**config.mk**
```make
export PLATFORM = sky130hd
export DESIGN_NAME = coeff_compress_pack
export DESIGN_NICKNAME = d
export VERILOG_FILES = /design/src/hw/rtl/ccp_pkg.sv /design/src/hw/rtl/ccp_compress.sv /design/src/hw/rtl/ccp_packer.sv /design/src/hw/rtl/coeff_compress_pack.sv
export SDC_FILE = /design/constraint.sdc
export NUM_CORES = 1
export LEC_CHECK = 0
export ABC_AREA = 1
export ABC_CLOCK_PERIOD_IN_PS = 17300
export BUFFER_PORTS_ARGS = -buffer_cell sky130_fd_sc_hd__buf_2
export CELL_PAD_IN_SITES_DETAIL_PLACEMENT = 0
export CELL_PAD_IN_SITES_GLOBAL_PLACEMENT = 2
export CORE_ASPECT_RATIO = 0.75
export CORE_MARGIN = 5
export CORE_UTILIZATION = 42
export CTS_BUF_LIST = sky130_fd_sc_hd__clkbuf_16
export DETAILED_ROUTE_END_ITERATION = 10
export PLACE_DENSITY = 0.95
export SLEW_MARGIN = 0
export SYNTH_ARGS = -nofsm -noshare
export SYNTH_HDL_FRONTEND = slang
export SYNTH_SLANG_ARGS = --single-unit
```
**constraint.sdc**
```tcl
create_clock -name clk -period 17.3 [get_ports clk]
set_input_delay 1.73 -clock clk [delete_from_list [all_inputs] [get_ports clk]]
set_output_delay 1.73 -clock clk [all_outputs]
set_load 0.03 [all_outputs]
```
**src/hw/rtl/ccp_pkg.sv**
```systemverilog
package ccp_pkg;

	// field widths
	localparam int COEF_W = 13;
	localparam int BYTE_W = 8;
	localparam int BUF_W  = 17;
	localparam int CNT_W  = 5;

	// compressed widths per mode
	localparam int WIDE_BITS   = 10;
	localparam int NARROW_BITS = 3;
	localparam int VAL_W       = WIDE_BITS;

	localparam logic [VAL_W-1:0] WIDE_MASK   = 10'h3FF;
	localparam logic [VAL_W-1:0] NARROW_MASK = 10'h007;

	// compression mode
	typedef enum logic {
		MODE_WIDE   = 1'b0,
		MODE_NARROW = 1'b1
	} mode_t;

	// compressed value handed to the packer
	typedef struct packed {
		logic             valid;
		mode_t            mode;
		logic [VAL_W-1:0] value;
	} cval_t;

endpackage

```
**src/hw/rtl/ccp_compress.sv**
```systemverilog
module ccp_compress #(
	parameter int MODULUS = 7681
) (
	input  logic                       clk,
	input  logic                       arst_n,
	input  logic                       in_valid,
	output logic                       in_stall,
	input  logic [ccp_pkg::COEF_W-1:0] coefficient,
	input  ccp_pkg::mode_t             mode,
	output ccp_pkg::cval_t             cval,
	input  logic                       take
);

	// reciprocal of the modulus, exact for every numerator that can occur
	localparam longint unsigned HALF = longint'(MODULUS / 2);
	localparam longint unsigned NUM_MAX =
		(((64'd1 << ccp_pkg::COEF_W) - 64'd1) << ccp_pkg::WIDE_BITS) + HALF;
	localparam int NUM_W   = $clog2(NUM_MAX + 64'd1);
	localparam int K       = NUM_W + $clog2(MODULUS);
	localparam longint unsigned RECIP =
		((64'd1 << K) + longint'(MODULUS) - 64'd1) / longint'(MODULUS);
	localparam int RECIP_W = $clog2(RECIP + 64'd1);
	localparam int PROD_W  = NUM_W + RECIP_W;

	logic                       valid_s1;
	logic [ccp_pkg::COEF_W-1:0] coef_s1;
	ccp_pkg::mode_t             mode_s1;

	logic                       valid_s2;
	ccp_pkg::mode_t             mode_s2;
	logic [ccp_pkg::VAL_W-1:0]  value_s2;

	logic                       adv_s1;
	logic                       adv_s2;
	logic [NUM_W-1:0]           num;
	logic [PROD_W-1:0]          product;
	logic [ccp_pkg::VAL_W-1:0]  quot;
	logic [ccp_pkg::VAL_W-1:0]  value;

	// pipeline advance
	assign adv_s2   = !valid_s2 || take;
	assign adv_s1   = !valid_s1 || adv_s2;
	assign in_stall = !adv_s1;

	// numerator, reciprocal multiply and mask to d bits
	always_comb begin
		if (mode_s1 == ccp_pkg::MODE_NARROW) begin
			num = NUM_W'({coef_s1, {ccp_pkg::NARROW_BITS{1'b0}}});
		end else begin
			num = NUM_W'({coef_s1, {ccp_pkg::WIDE_BITS{1'b0}}});
		end
		num     = num + NUM_W'(HALF);
		product = PROD_W'(num) * PROD_W'(RECIP_W'(RECIP));
		quot    = product[K +: ccp_pkg::VAL_W];
		if (mode_s1 == ccp_pkg::MODE_NARROW) begin
			value = quot & ccp_pkg::NARROW_MASK;
		end else begin
			value = quot & ccp_pkg::WIDE_MASK;
		end
	end

	// stage valid bits
	always_ff @(posedge clk or negedge arst_n) begin
		if (!arst_n) begin
			valid_s1 <= 1'b0;
			valid_s2 <= 1'b0;
		end else begin
			if (adv_s1) begin
				valid_s1 <= in_valid;
			end
			if (adv_s2) begin
				valid_s2 <= valid_s1;
			end
		end
	end

	// stage payloads
	always_ff @(posedge clk) begin
		if (adv_s1 && in_valid) begin
			coef_s1 <= coefficient;
			mode_s1 <= mode;
		end
		if (adv_s2 && valid_s1) begin
			mode_s2  <= mode_s1;
			value_s2 <= value;
		end
	end

	assign cval.valid = valid_s2;
	assign cval.mode  = mode_s2;
	assign cval.value = value_s2;

endmodule

```
**src/hw/rtl/ccp_packer.sv**
```systemverilog
module ccp_packer (
	input  logic                       clk,
	input  logic                       arst_n,
	input  ccp_pkg::cval_t             cval,
	output logic                       take,
	output logic                       out_valid,
	input  logic                       out_stall,
	output logic [ccp_pkg::BYTE_W-1:0] packed_byte,
	output logic                       run_last
);

	logic [ccp_pkg::BUF_W-1:0]  buf_q;
	logic [ccp_pkg::CNT_W-1:0]  cnt_q;
	logic                       out_valid_q;
	logic [ccp_pkg::BYTE_W-1:0] byte_q;
	logic                       last_q;

	logic                       free;
	logic                       emit;
	logic [ccp_pkg::CNT_W-1:0]  cnt_eff;
	logic [ccp_pkg::BUF_W-1:0]  buf_eff;
	logic [ccp_pkg::CNT_W-1:0]  width;
	logic [ccp_pkg::BUF_W-1:0]  buf_next;
	logic [ccp_pkg::CNT_W-1:0]  cnt_next;

	// byte emission and append of the next compressed value
	always_comb begin
		free = !out_valid_q || !out_stall;
		emit = free && (cnt_q >= ccp_pkg::CNT_W'(ccp_pkg::BYTE_W));
		if (emit) begin
			cnt_eff = cnt_q - ccp_pkg::CNT_W'(ccp_pkg::BYTE_W);
			buf_eff = buf_q >> ccp_pkg::BYTE_W;
		end else begin
			cnt_eff = cnt_q;
			buf_eff = buf_q;
		end
		take = cval.valid && (cnt_eff < ccp_pkg::CNT_W'(ccp_pkg::BYTE_W));
		if (cval.mode == ccp_pkg::MODE_NARROW) begin
			width = ccp_pkg::CNT_W'(ccp_pkg::NARROW_BITS);
		end else begin
			width = ccp_pkg::CNT_W'(ccp_pkg::WIDE_BITS);
		end
		if (take) begin
			buf_next = buf_eff | (ccp_pkg::BUF_W'(cval.value) << cnt_eff[2:0]);
			cnt_next = cnt_eff + width;
		end else begin
			buf_next = buf_eff;
			cnt_next = cnt_eff;
		end
	end

	// bit accumulator and output valid
	always_ff @(posedge clk or negedge arst_n) begin
		if (!arst_n) begin
			buf_q       <= '0;
			cnt_q       <= '0;
			out_valid_q <= 1'b0;
		end else begin
			buf_q <= buf_next;
			cnt_q <= cnt_next;
			if (emit) begin
				out_valid_q <= 1'b1;
			end else if (free) begin
				out_valid_q <= 1'b0;
			end
		end
	end

	// output payload, last byte of the item when fewer than two bytes are pending
	always_ff @(posedge clk) begin
		if (emit) begin
			byte_q <= buf_q[ccp_pkg::BYTE_W-1:0];
			last_q <= cnt_q < ccp_pkg::CNT_W'(2 * ccp_pkg::BYTE_W);
		end
	end

	assign out_valid   = out_valid_q;
	assign packed_byte = byte_q;
	assign run_last    = last_q;

endmodule

```
**src/hw/rtl/coeff_compress_pack.sv**
```systemverilog
// Compresses one coefficient per item to 10 bits (compress_mode 0) or 3 bits
// (compress_mode 1) by rounding (x*2^d)/MODULUS with a constant reciprocal
// multiply, then packs the values LSB first into bytes; run_last marks the
// last byte an item produces. While the output keeps up, 3-bit items are
// taken one per cycle; 10-bit items are held back while a full byte is still
// pending. The single byte-wide output register moves one byte per cycle
// unless out_stall holds it. An item's first byte passes through the input
// register, multiply register, bit accumulator, then the output register.
// Write compress_mode only while idle; pending bits are kept across a change.
module coeff_compress_pack #(
	parameter int MODULUS = 7681
) (
	input  logic                       clk,
	input  logic                       arst_n,
	input  logic                       cfg_valid,
	output logic                       cfg_ready,
	input  logic                       compress_mode,
	input  logic                       in_valid,
	output logic                       in_stall,
	input  logic [ccp_pkg::COEF_W-1:0] coefficient,
	output logic                       out_valid,
	input  logic                       out_stall,
	output logic [ccp_pkg::BYTE_W-1:0] packed_byte,
	output logic                       run_last
);

	ccp_pkg::mode_t compress_mode_q;
	ccp_pkg::cval_t cval;
	logic           take;

	// mode register
	assign cfg_ready = 1'b1;

	always_ff @(posedge clk or negedge arst_n) begin
		if (!arst_n) begin
			compress_mode_q <= ccp_pkg::MODE_WIDE;
		end else if (cfg_valid && cfg_ready) begin
			compress_mode_q <= ccp_pkg::mode_t'(compress_mode);
		end
	end

	// compression pipeline
	ccp_compress #(
		.MODULUS (MODULUS)
	) u_compress (
		.clk         (clk),
		.arst_n      (arst_n),
		.in_valid    (in_valid),
		.in_stall    (in_stall),
		.coefficient (coefficient),
		.mode        (compress_mode_q),
		.cval        (cval),
		.take        (take)
	);

	// byte packer
	ccp_packer u_packer (
		.clk         (clk),
		.arst_n      (arst_n),
		.cval        (cval),
		.take        (take),
		.out_valid   (out_valid),
		.out_stall   (out_stall),
		.packed_byte (packed_byte),
		.run_last    (run_last)
	);

`ifndef SYNTHESIS
	// second byte of an item follows right after the first is taken
	a_second_byte: assert property (@(posedge clk) disable iff (!arst_n)
		out_valid && !out_stall && !run_last |=> out_valid)
		else $error("second byte of an item did not follow");

	// narrow values carry only three bits
	a_narrow_value: assert property (@(posedge clk) disable iff (!arst_n)
		cval.valid && cval.mode == ccp_pkg::MODE_NARROW |-> cval.value[9:3] == 7'd0)
		else $error("narrow compressed value out of range");

	// a compressed value held back by the packer stays put
	a_cval_hold: assert property (@(posedge clk) disable iff (!arst_n)
		cval.valid && !take |=> cval.valid && $stable(cval.value) && $stable(cval.mode))
		else $error("compressed value changed while held");
`endif

endmodule
```
Yosys cells after proc, flatten, opt, wreduce, memory -nomap -nowiden --
Cells that the tools add are included.
Storage, ports and cells: register bits 60, latch bits 0, memory bits (writable) 0, ROM bits 0, input bits 19, memories kept 0
Operators by class: $add $sub $neg 3, multipliers 1, divide/modulo/power cells 0, magnitude comparators 3, eq/ne operators 0, shift-type cells 1, muxes and demuxes 8, bitwise operators 1, reductions and logical operators 13
Operators by type and width (count):
- multiplier 24 x 22 -> 44 bit, second input constant | 1
- two-way mux 17 bit | 2
- adder 24 x 12 -> 24 bit, second input constant | 1
- two-way mux 23 bit | 1
- OR 17 bit | 1
- left shift 10 x 3 -> 17 bit | 1
- two-way mux 5 bit | 2
- adder 5 x 4 -> 5 bit | 1
- >= comparator 5 x 4 -> 1 bit, second input constant | 1
- logical NOT 1 bit | 5
- < comparator 5 x 4 -> 1 bit, second input constant | 1
- < comparator 5 bit, second input constant | 1
- subtractor 5 x 4 -> 5 bit, second input constant | 1
- logical AND 1 bit | 4
- two-way mux 4 bit | 1
- logical OR 1 bit | 3
- two-way mux 1 bit | 2
- nonzero test 2 bit | 1

Logic depth before layout (Yosys ltp) --
depth after elaboration 9, depth in mapped cells 38, gate-level depth less buffers 37

By module --
From an unflattened synthesis, not the netlist that was laid out.
Unflattened totals: cell total of the unflattened synthesis 1485, area total of the unflattened synthesis 11270.8 µm²
Modules (own cells, without submodules):
- ccp_compress | instances 1, cells an instance 1230, area each 9313.9 µm², seq. area each 800.8 µm²
- ccp_packer | instances 1, cells an instance 248, area each 1905.6 µm², seq. area each 845.8 µm²
- coeff_compress_pack | instances 1, cells an instance 7, area each 51.3 µm², seq. area each 25.0 µm²

Worst setup path after synthesis --
Ideal clock, no wire load.
path type reg-to-reg, start register u_compress.mode_s1, end register u_compress.value_s2[5] (netlist bit) (data pin), library setup time 0.253 ns, data arrival time 6.565 ns, data required time 17.047 ns, path slack 10.482 ns, cell stages (with the launch flop) 33, path buffers 2, period minus slack after synthesis 6.818 ns, cell sequence edfxtp_1 > buf_6 > buf_6 > nand2_2 > ha_1 > nand3_1 > nor2_4 > xnor2_1 > inv_1 > fa_1 > inv_1 > ha_1 > inv_1 > fa_1 > inv_1 > ha_1 > inv_1 > fa_1 > inv_1 > fa_1 > inv_1 > fa_1 > inv_1 > ha_1 > nand2_1 > nor2_1 > nand2_1 > nor3b_1 > nand3_1 > nand3_1 > nand2_1 > nand2_1 > nor2_1
Between the ends: longest elaborated chain between the ends 3
RTL lines:
- start: declaration | RTL line ccp_compress.sv:27 | ccp_pkg::mode_t mode_s1;
- start signal: assignment | RTL line ccp_compress.sv:81 | mode_s1 <= mode;
- two-way mux 23 bit | RTL line ccp_compress.sv:47 | if (mode_s1 == ccp_pkg::MODE_NARROW) begin
- adder 24 x 12 -> 24 bit | RTL line ccp_compress.sv:52 | num = num + NUM_W'(HALF);
- multiplier 24 x 22 -> 44 bit | RTL line ccp_compress.sv:53 | product = PROD_W'(num) * PROD_W'(RECIP_W'(RECIP));
- end signal: assignment | RTL line ccp_compress.sv:85 | value_s2 <= value;
- end: declaration | RTL line ccp_compress.sv:31 | logic [ccp_pkg::VAL_W-1:0] value_s2;
Several ways; a longest one is shown, not always the timed one. A chain may end at the register's enable or synchronous reset.

Worst setup path in the final report --
start register u_compress.mode_s1, end register u_compress.value_s2[0] (netlist bit) (data pin)
Between the ends: longest elaborated chain between the ends 3
RTL lines:
- two-way mux 23 bit | RTL line ccp_compress.sv:47
- adder 24 x 12 -> 24 bit | RTL line ccp_compress.sv:52
- multiplier 24 x 22 -> 44 bit | RTL line ccp_compress.sv:53
- via u_compress.product[37] | RTL line ccp_compress.sv:36 | logic [PROD_W-1:0] product;
The timed path passes the listed nets, and every way through them passes these cells.

==> report_table.html <==
<table>
<tr><th>Metric</th><th>Value</th></tr>
<tr><th colspan="2">Route</th></tr>
<tr><td>Met3 Routed Length</td><td>1960 um</td></tr>
<tr><td>Via/cell ratio</td><td>4.78</td></tr>
<tr><td>Routed Wire Length</td><td>28,200 um</td></tr>
<tr><td>DR vias</td><td>8,598</td></tr>
<tr><td>Top Metal Used</td><td>met4</td></tr>
<tr><td>Metal-1 WL</td><td>14,500 um</td></tr>
<tr><td>Detailed route wirelength on metal2</td><td>11,600 um</td></tr>
<tr><td>Number of design-rule violations left by the first detailed-router iteration</td><td>603</td></tr>
<tr><td>Number of routed nets with antenna violations</td><td>0</td></tr>
<tr><td>Number of iterations in the first detailed-routing pass</td><td>5</td></tr>
<tr><td>Average detailed-routed wire length per instance</td><td>15.7 um</td></tr>
<tr><td>Count of unresolved DRC violations after routing</td><td>0</td></tr>
<tr><th colspan="2">STA</th></tr>
<tr><td>Final critical-path required period</td><td>8.26 ns</td></tr>
<tr><td>Setup repair after global routing missed its margin</td><td>false</td></tr>
<tr><td>Achievable clock frequency</td><td>121 MHz</td></tr>
<tr><td>Endpoints failing setup</td><td>0</td></tr>
<tr><td>Pin slew with the least headroom to its limit</td><td>1.17 ns</td></tr>
<tr><td>Final worst slack</td><td>9.04 ns</td></tr>
<tr><td>TNS Setup</td><td>0 ns</td></tr>
<tr><td>Hold violation count in the final report</td><td>0</td></tr>
<tr><td>Worst Clk Skew</td><td>0.00615 ns</td></tr>
<tr><td>Final period util</td><td>47.8%</td></tr>
<tr><td>Tightest slew margin relative to the limit</td><td>21.3%</td></tr>
<tr><td>Final Slew Violations</td><td>0</td></tr>
<tr><th colspan="2">Floorplanning</th></tr>
<tr><td>Height of the die</td><td>151 um</td></tr>
<tr><td>Starting Density</td><td>42.6%</td></tr>
<tr><td>Placement Rows</td><td>51</td></tr>
<tr><td>Overall die area</td><td>29,700 um^2</td></tr>
<tr><td>Core Footprint</td><td>26,000 um^2</td></tr>
<tr><td>Boundary pin count</td><td>31</td></tr>
<tr><td>Die Width</td><td>197 um</td></tr>
<tr><th colspan="2">Min path</th></tr>
<tr><td>Tightest Hold Check Type</td><td>register to register</td></tr>
<tr><td>Worst hold stages</td><td>0</td></tr>
<tr><td>Endpoint of the worst hold-timing path</td><td>u_packer.packed_byte[6]</td></tr>
<tr><td>Hold path startpoint</td><td>u_packer.buf_q[6]</td></tr>
<tr><th colspan="2">Worst setup path</th></tr>
<tr><td>Endpoint of the lowest-slack register-to-register path</td><td>u_compress.value_s2[0]</td></tr>
<tr><td>Source of the worst register-to-register timing path</td><td>u_compress.mode_s1</td></tr>
<tr><td>R2r worst-path depth</td><td>28</td></tr>
<tr><td>Critical path arrival</td><td>8.34 ns</td></tr>
<tr><td>Startpoint type of the worst setup path</td><td>register</td></tr>
<tr><td>Delay contributed by the slowest stage of the critical path</td><td>0.93 ns</td></tr>
<tr><td>WP data required</td><td>17.38 ns</td></tr>
<tr><td>Most frequent CP cell</td><td>sky130_fd_sc_hd__inv_1</td></tr>
<tr><td>Worst path slowest cell</td><td>sky130_fd_sc_hd__edfxtp_1</td></tr>
<tr><td>Register-to-register setup slack</td><td>9.04 ns</td></tr>
<tr><td>Nature of the critical path endpoint</td><td>register</td></tr>
<tr><td>Maximum fanout along the worst path</td><td>18</td></tr>
<tr><td>Critical path class</td><td>register to register</td></tr>
<tr><th colspan="2">Clock tree</th></tr>
<tr><td>Clock-pin slew on the worst setup and hold paths</td><td>0.06 ns</td></tr>
<tr><td>Number of cells upsized or downsized after cts</td><td>0</td></tr>
<tr><td>Largest buffer count on any clock path</td><td>2</td></tr>
<tr><td>Hold Buf Count CTS</td><td>0</td></tr>
<tr><td>Number of buffers inserted to repair setup after CTS</td><td>0</td></tr>
<tr><td>CTS tree</td><td>yes</td></tr>
<tr><td>Latest clock arrival within the worst-skew pair</td><td>0.34 ns</td></tr>
<tr><td>Number of sinks driven by the clock tree</td><td>60</td></tr>
<tr><td>CTS buffer count</td><td>9</td></tr>
<tr><td>Root Driver</td><td>sky130_fd_sc_hd__clkbuf_16</td></tr>
<tr><td>H-tree depth</td><td>3</td></tr>
<tr><th colspan="2">Global routing</th></tr>
<tr><td>Number of antenna violations at the first check in global routing</td><td>0</td></tr>
<tr><td>Global-route wire length before repair</td><td>46,600 um</td></tr>
<tr><td>Via count of the first global-routing pass</td><td>8,754</td></tr>
<tr><td>Overall track demand over capacity in global routing</td><td>20.1%</td></tr>
<tr><td>Total overflow reported by the global router</td><td>0</td></tr>
<tr><td>Maximum number of pins on one net before global-route repair</td><td>27</td></tr>
<tr><th colspan="2">Layout</th></tr>
<tr><td>Commonest cells after routing, fill and taps aside</td><td>sky130_fd_sc_hd__inv_1 (384), sky130_fd_sc_hd__nand2_1 (323), sky130_fd_sc_hd__ha_1 (189)</td></tr>
<tr><td>Number of nets at the end of the flow</td><td>1,776</td></tr>
<tr><td>Share of post-route cells with drive strength above 1</td><td>6.81%</td></tr>
<tr><td>Growth of design area from synthesis to finish</td><td>7.23%</td></tr>
<tr><td>Commonest non-fill, non-tap cell in the layout</td><td>sky130_fd_sc_hd__inv_1</td></tr>
<tr><td>Layout filler cell count</td><td>2,634</td></tr>
<tr><td>Antenna fix cells</td><td>0</td></tr>
<tr><th colspan="2">Placed design</th></tr>
<tr><td>Port Buf Inserts</td><td>29</td></tr>
<tr><td>RePlAce Congestion</td><td>0.892</td></tr>
<tr><td>Total half-perimeter wirelength after legalization and detailed placement</td><td>24,700 um</td></tr>
<tr><td>Setup WS pre-CTS</td><td>9.10 ns</td></tr>
<tr><th colspan="2">Outcome</th></tr>
<tr><td>Outcome</td><td>finished, final reports clean</td></tr>
<tr><th colspan="2">Logic synthesis</th></tr>
<tr><td>Syn_nets</td><td>1,751</td></tr>
<tr><td>Share of Yosys cell area claimed by the top area cell type</td><td>21.5%</td></tr>
<tr><td>Gate count after technology mapping</td><td>1,424</td></tr>
<tr><td>Distinct cell type count after synthesis</td><td>53</td></tr>
<tr><td>Number of enable flip-flop cells after synthesis</td><td>34</td></tr>
<tr><td>Flip-flop cell with the highest count after synthesis</td><td>sky130_fd_sc_hd__edfxtp_1</td></tr>
<tr><td>Async set-or-reset flop fraction in the synthesized netlist</td><td>43.3%</td></tr>
<tr><td>Share of the yosys chip area belonging to registers</td><td>15.1%</td></tr>
<tr><td>Syn avg cell area</td><td>7.77 um^2</td></tr>
<tr><td>Synthesis Warnings</td><td>0</td></tr>
<tr><td>Biggest area consumer among synthesized cells</td><td>sky130_fd_sc_hd__fa_1</td></tr>
<tr><td>Synth Register Bits</td><td>60</td></tr>
<tr><td>Synth area leaders</td><td>sky130_fd_sc_hd__fa_1 (22%), sky130_fd_sc_hd__ha_1 (21%), sky130_fd_sc_hd__inv_1 (13%), sky130_fd_sc_hd__nand2_1 (11%), sky130_fd_sc_hd__edfxtp_1 (9.2%)</td></tr>
<tr><td>Total standard cell area after synthesis</td><td>11,100 um^2</td></tr>
<tr><th colspan="2">Run</th></tr>
<tr><td>Number of maximum-capacitance constraint violations</td><td>0</td></tr>
</table>
[synthesized netlist by cell type, types with 7 or more instances]
cell type / instances
sky130_fd_sc_hd__a21oi_1: 33
sky130_fd_sc_hd__inv_1: 384
sky130_fd_sc_hd__o21ai_1: 7
sky130_fd_sc_hd__o21bai_1: 7
sky130_fd_sc_hd__nand2_1: 323
sky130_fd_sc_hd__nand2_2: 14
sky130_fd_sc_hd__ha_1: 189
sky130_fd_sc_hd__edfxtp_1: 34
sky130_fd_sc_hd__dfrtp_1: 26
sky130_fd_sc_hd__inv_2: 13
sky130_fd_sc_hd__nand3_1: 47
sky130_fd_sc_hd__o21ai_0: 26
sky130_fd_sc_hd__fa_1: 119
sky130_fd_sc_hd__xor2_1: 14
sky130_fd_sc_hd__nor2_1: 104
[final cells by class]
cell class / count / area, um^2 / area share, %
inverter: 400 / 1510 / 12.7
sequential: 60 / 1670 / 14.1
multi-input combinational: 949 / 7780 / 65.6
tap: 344 / 430 / 3.63
clock buffer: 11 / 275 / 2.32
clock inverter: 5 / 53.8 / 0.454
timing repair buffer: 29 / 145 / 1.22
[worst max-delay path by stage]
stage	startpoint	to	slack [ns]	depth (start not counted)
after floorplan	u_compress.mode_s1	u_compress.value_s2[5]	10.48	32
after global placement	u_compress.mode_s1	u_compress.value_s2[3]	9.21	28
after detailed placement	u_compress.mode_s1	u_compress.value_s2[0]	9.10	28
after CTS	u_compress.mode_s1	u_compress.value_s2[0]	9.09	28
after global routing	u_compress.mode_s1	u_compress.value_s2[5]	8.50	30
final	u_compress.mode_s1	u_compress.value_s2[0]	9.04	28
[registers in the layout, summed over array words and instances (netlist names), 5 cells and up]
signal,count
u_compress.coef_s1,13
u_packer.buf_q,17
u_packer.packed_byte,8
u_packer.cnt_q,5
u_compress.value_s2,10
[routing by layer]
layer	track usage [%]	vias up
li1	-	4338
met1	31.0	4025
met2	30.0	219
met3	3.80	16
met4	2.88	0
met5	0	-
[cells by family after synthesis]
family	share of synthesized area (%)
multiplexers	0.192
XOR/XNOR	1.90
flip-flops	15.1
other	0.0339
buffers and inverters	14.6
adder cells (fa/ha/maj)	42.9
AND/OR/NAND/NOR	20.1
AO/OA/AOI/OAI	5.21
[worst max-delay path, delay by kind of cell (launching register included)]
kind            cells  cell delay, ns
buf+inv             9            0.69
xor+xnor            2            1.00
flops               1            0.93
simple gates        6            1.14
fa+ha+maj           9            3.88
compound gates      2            0.33
[through the flow]
stage / instances / util (%) / hold WS [ns] / area (um^2)
floorplan: 1424 / - / 0.421 / 11100
global placement: 1782 / 44.4 / 0.432 / 11500
detailed placement: 1782 / 44.4 / 0.429 / 11500
CTS: 1798 / 45.7 / 0.444 / 11900
global route: 1798 / 45.7 / 0.452 / 11900
finish: 1798 / 45.7 / 0.447 / 11900
Power is not shown: default switching activity piles up to over one toggle a cycle in this logic, so the estimate is an artifact.
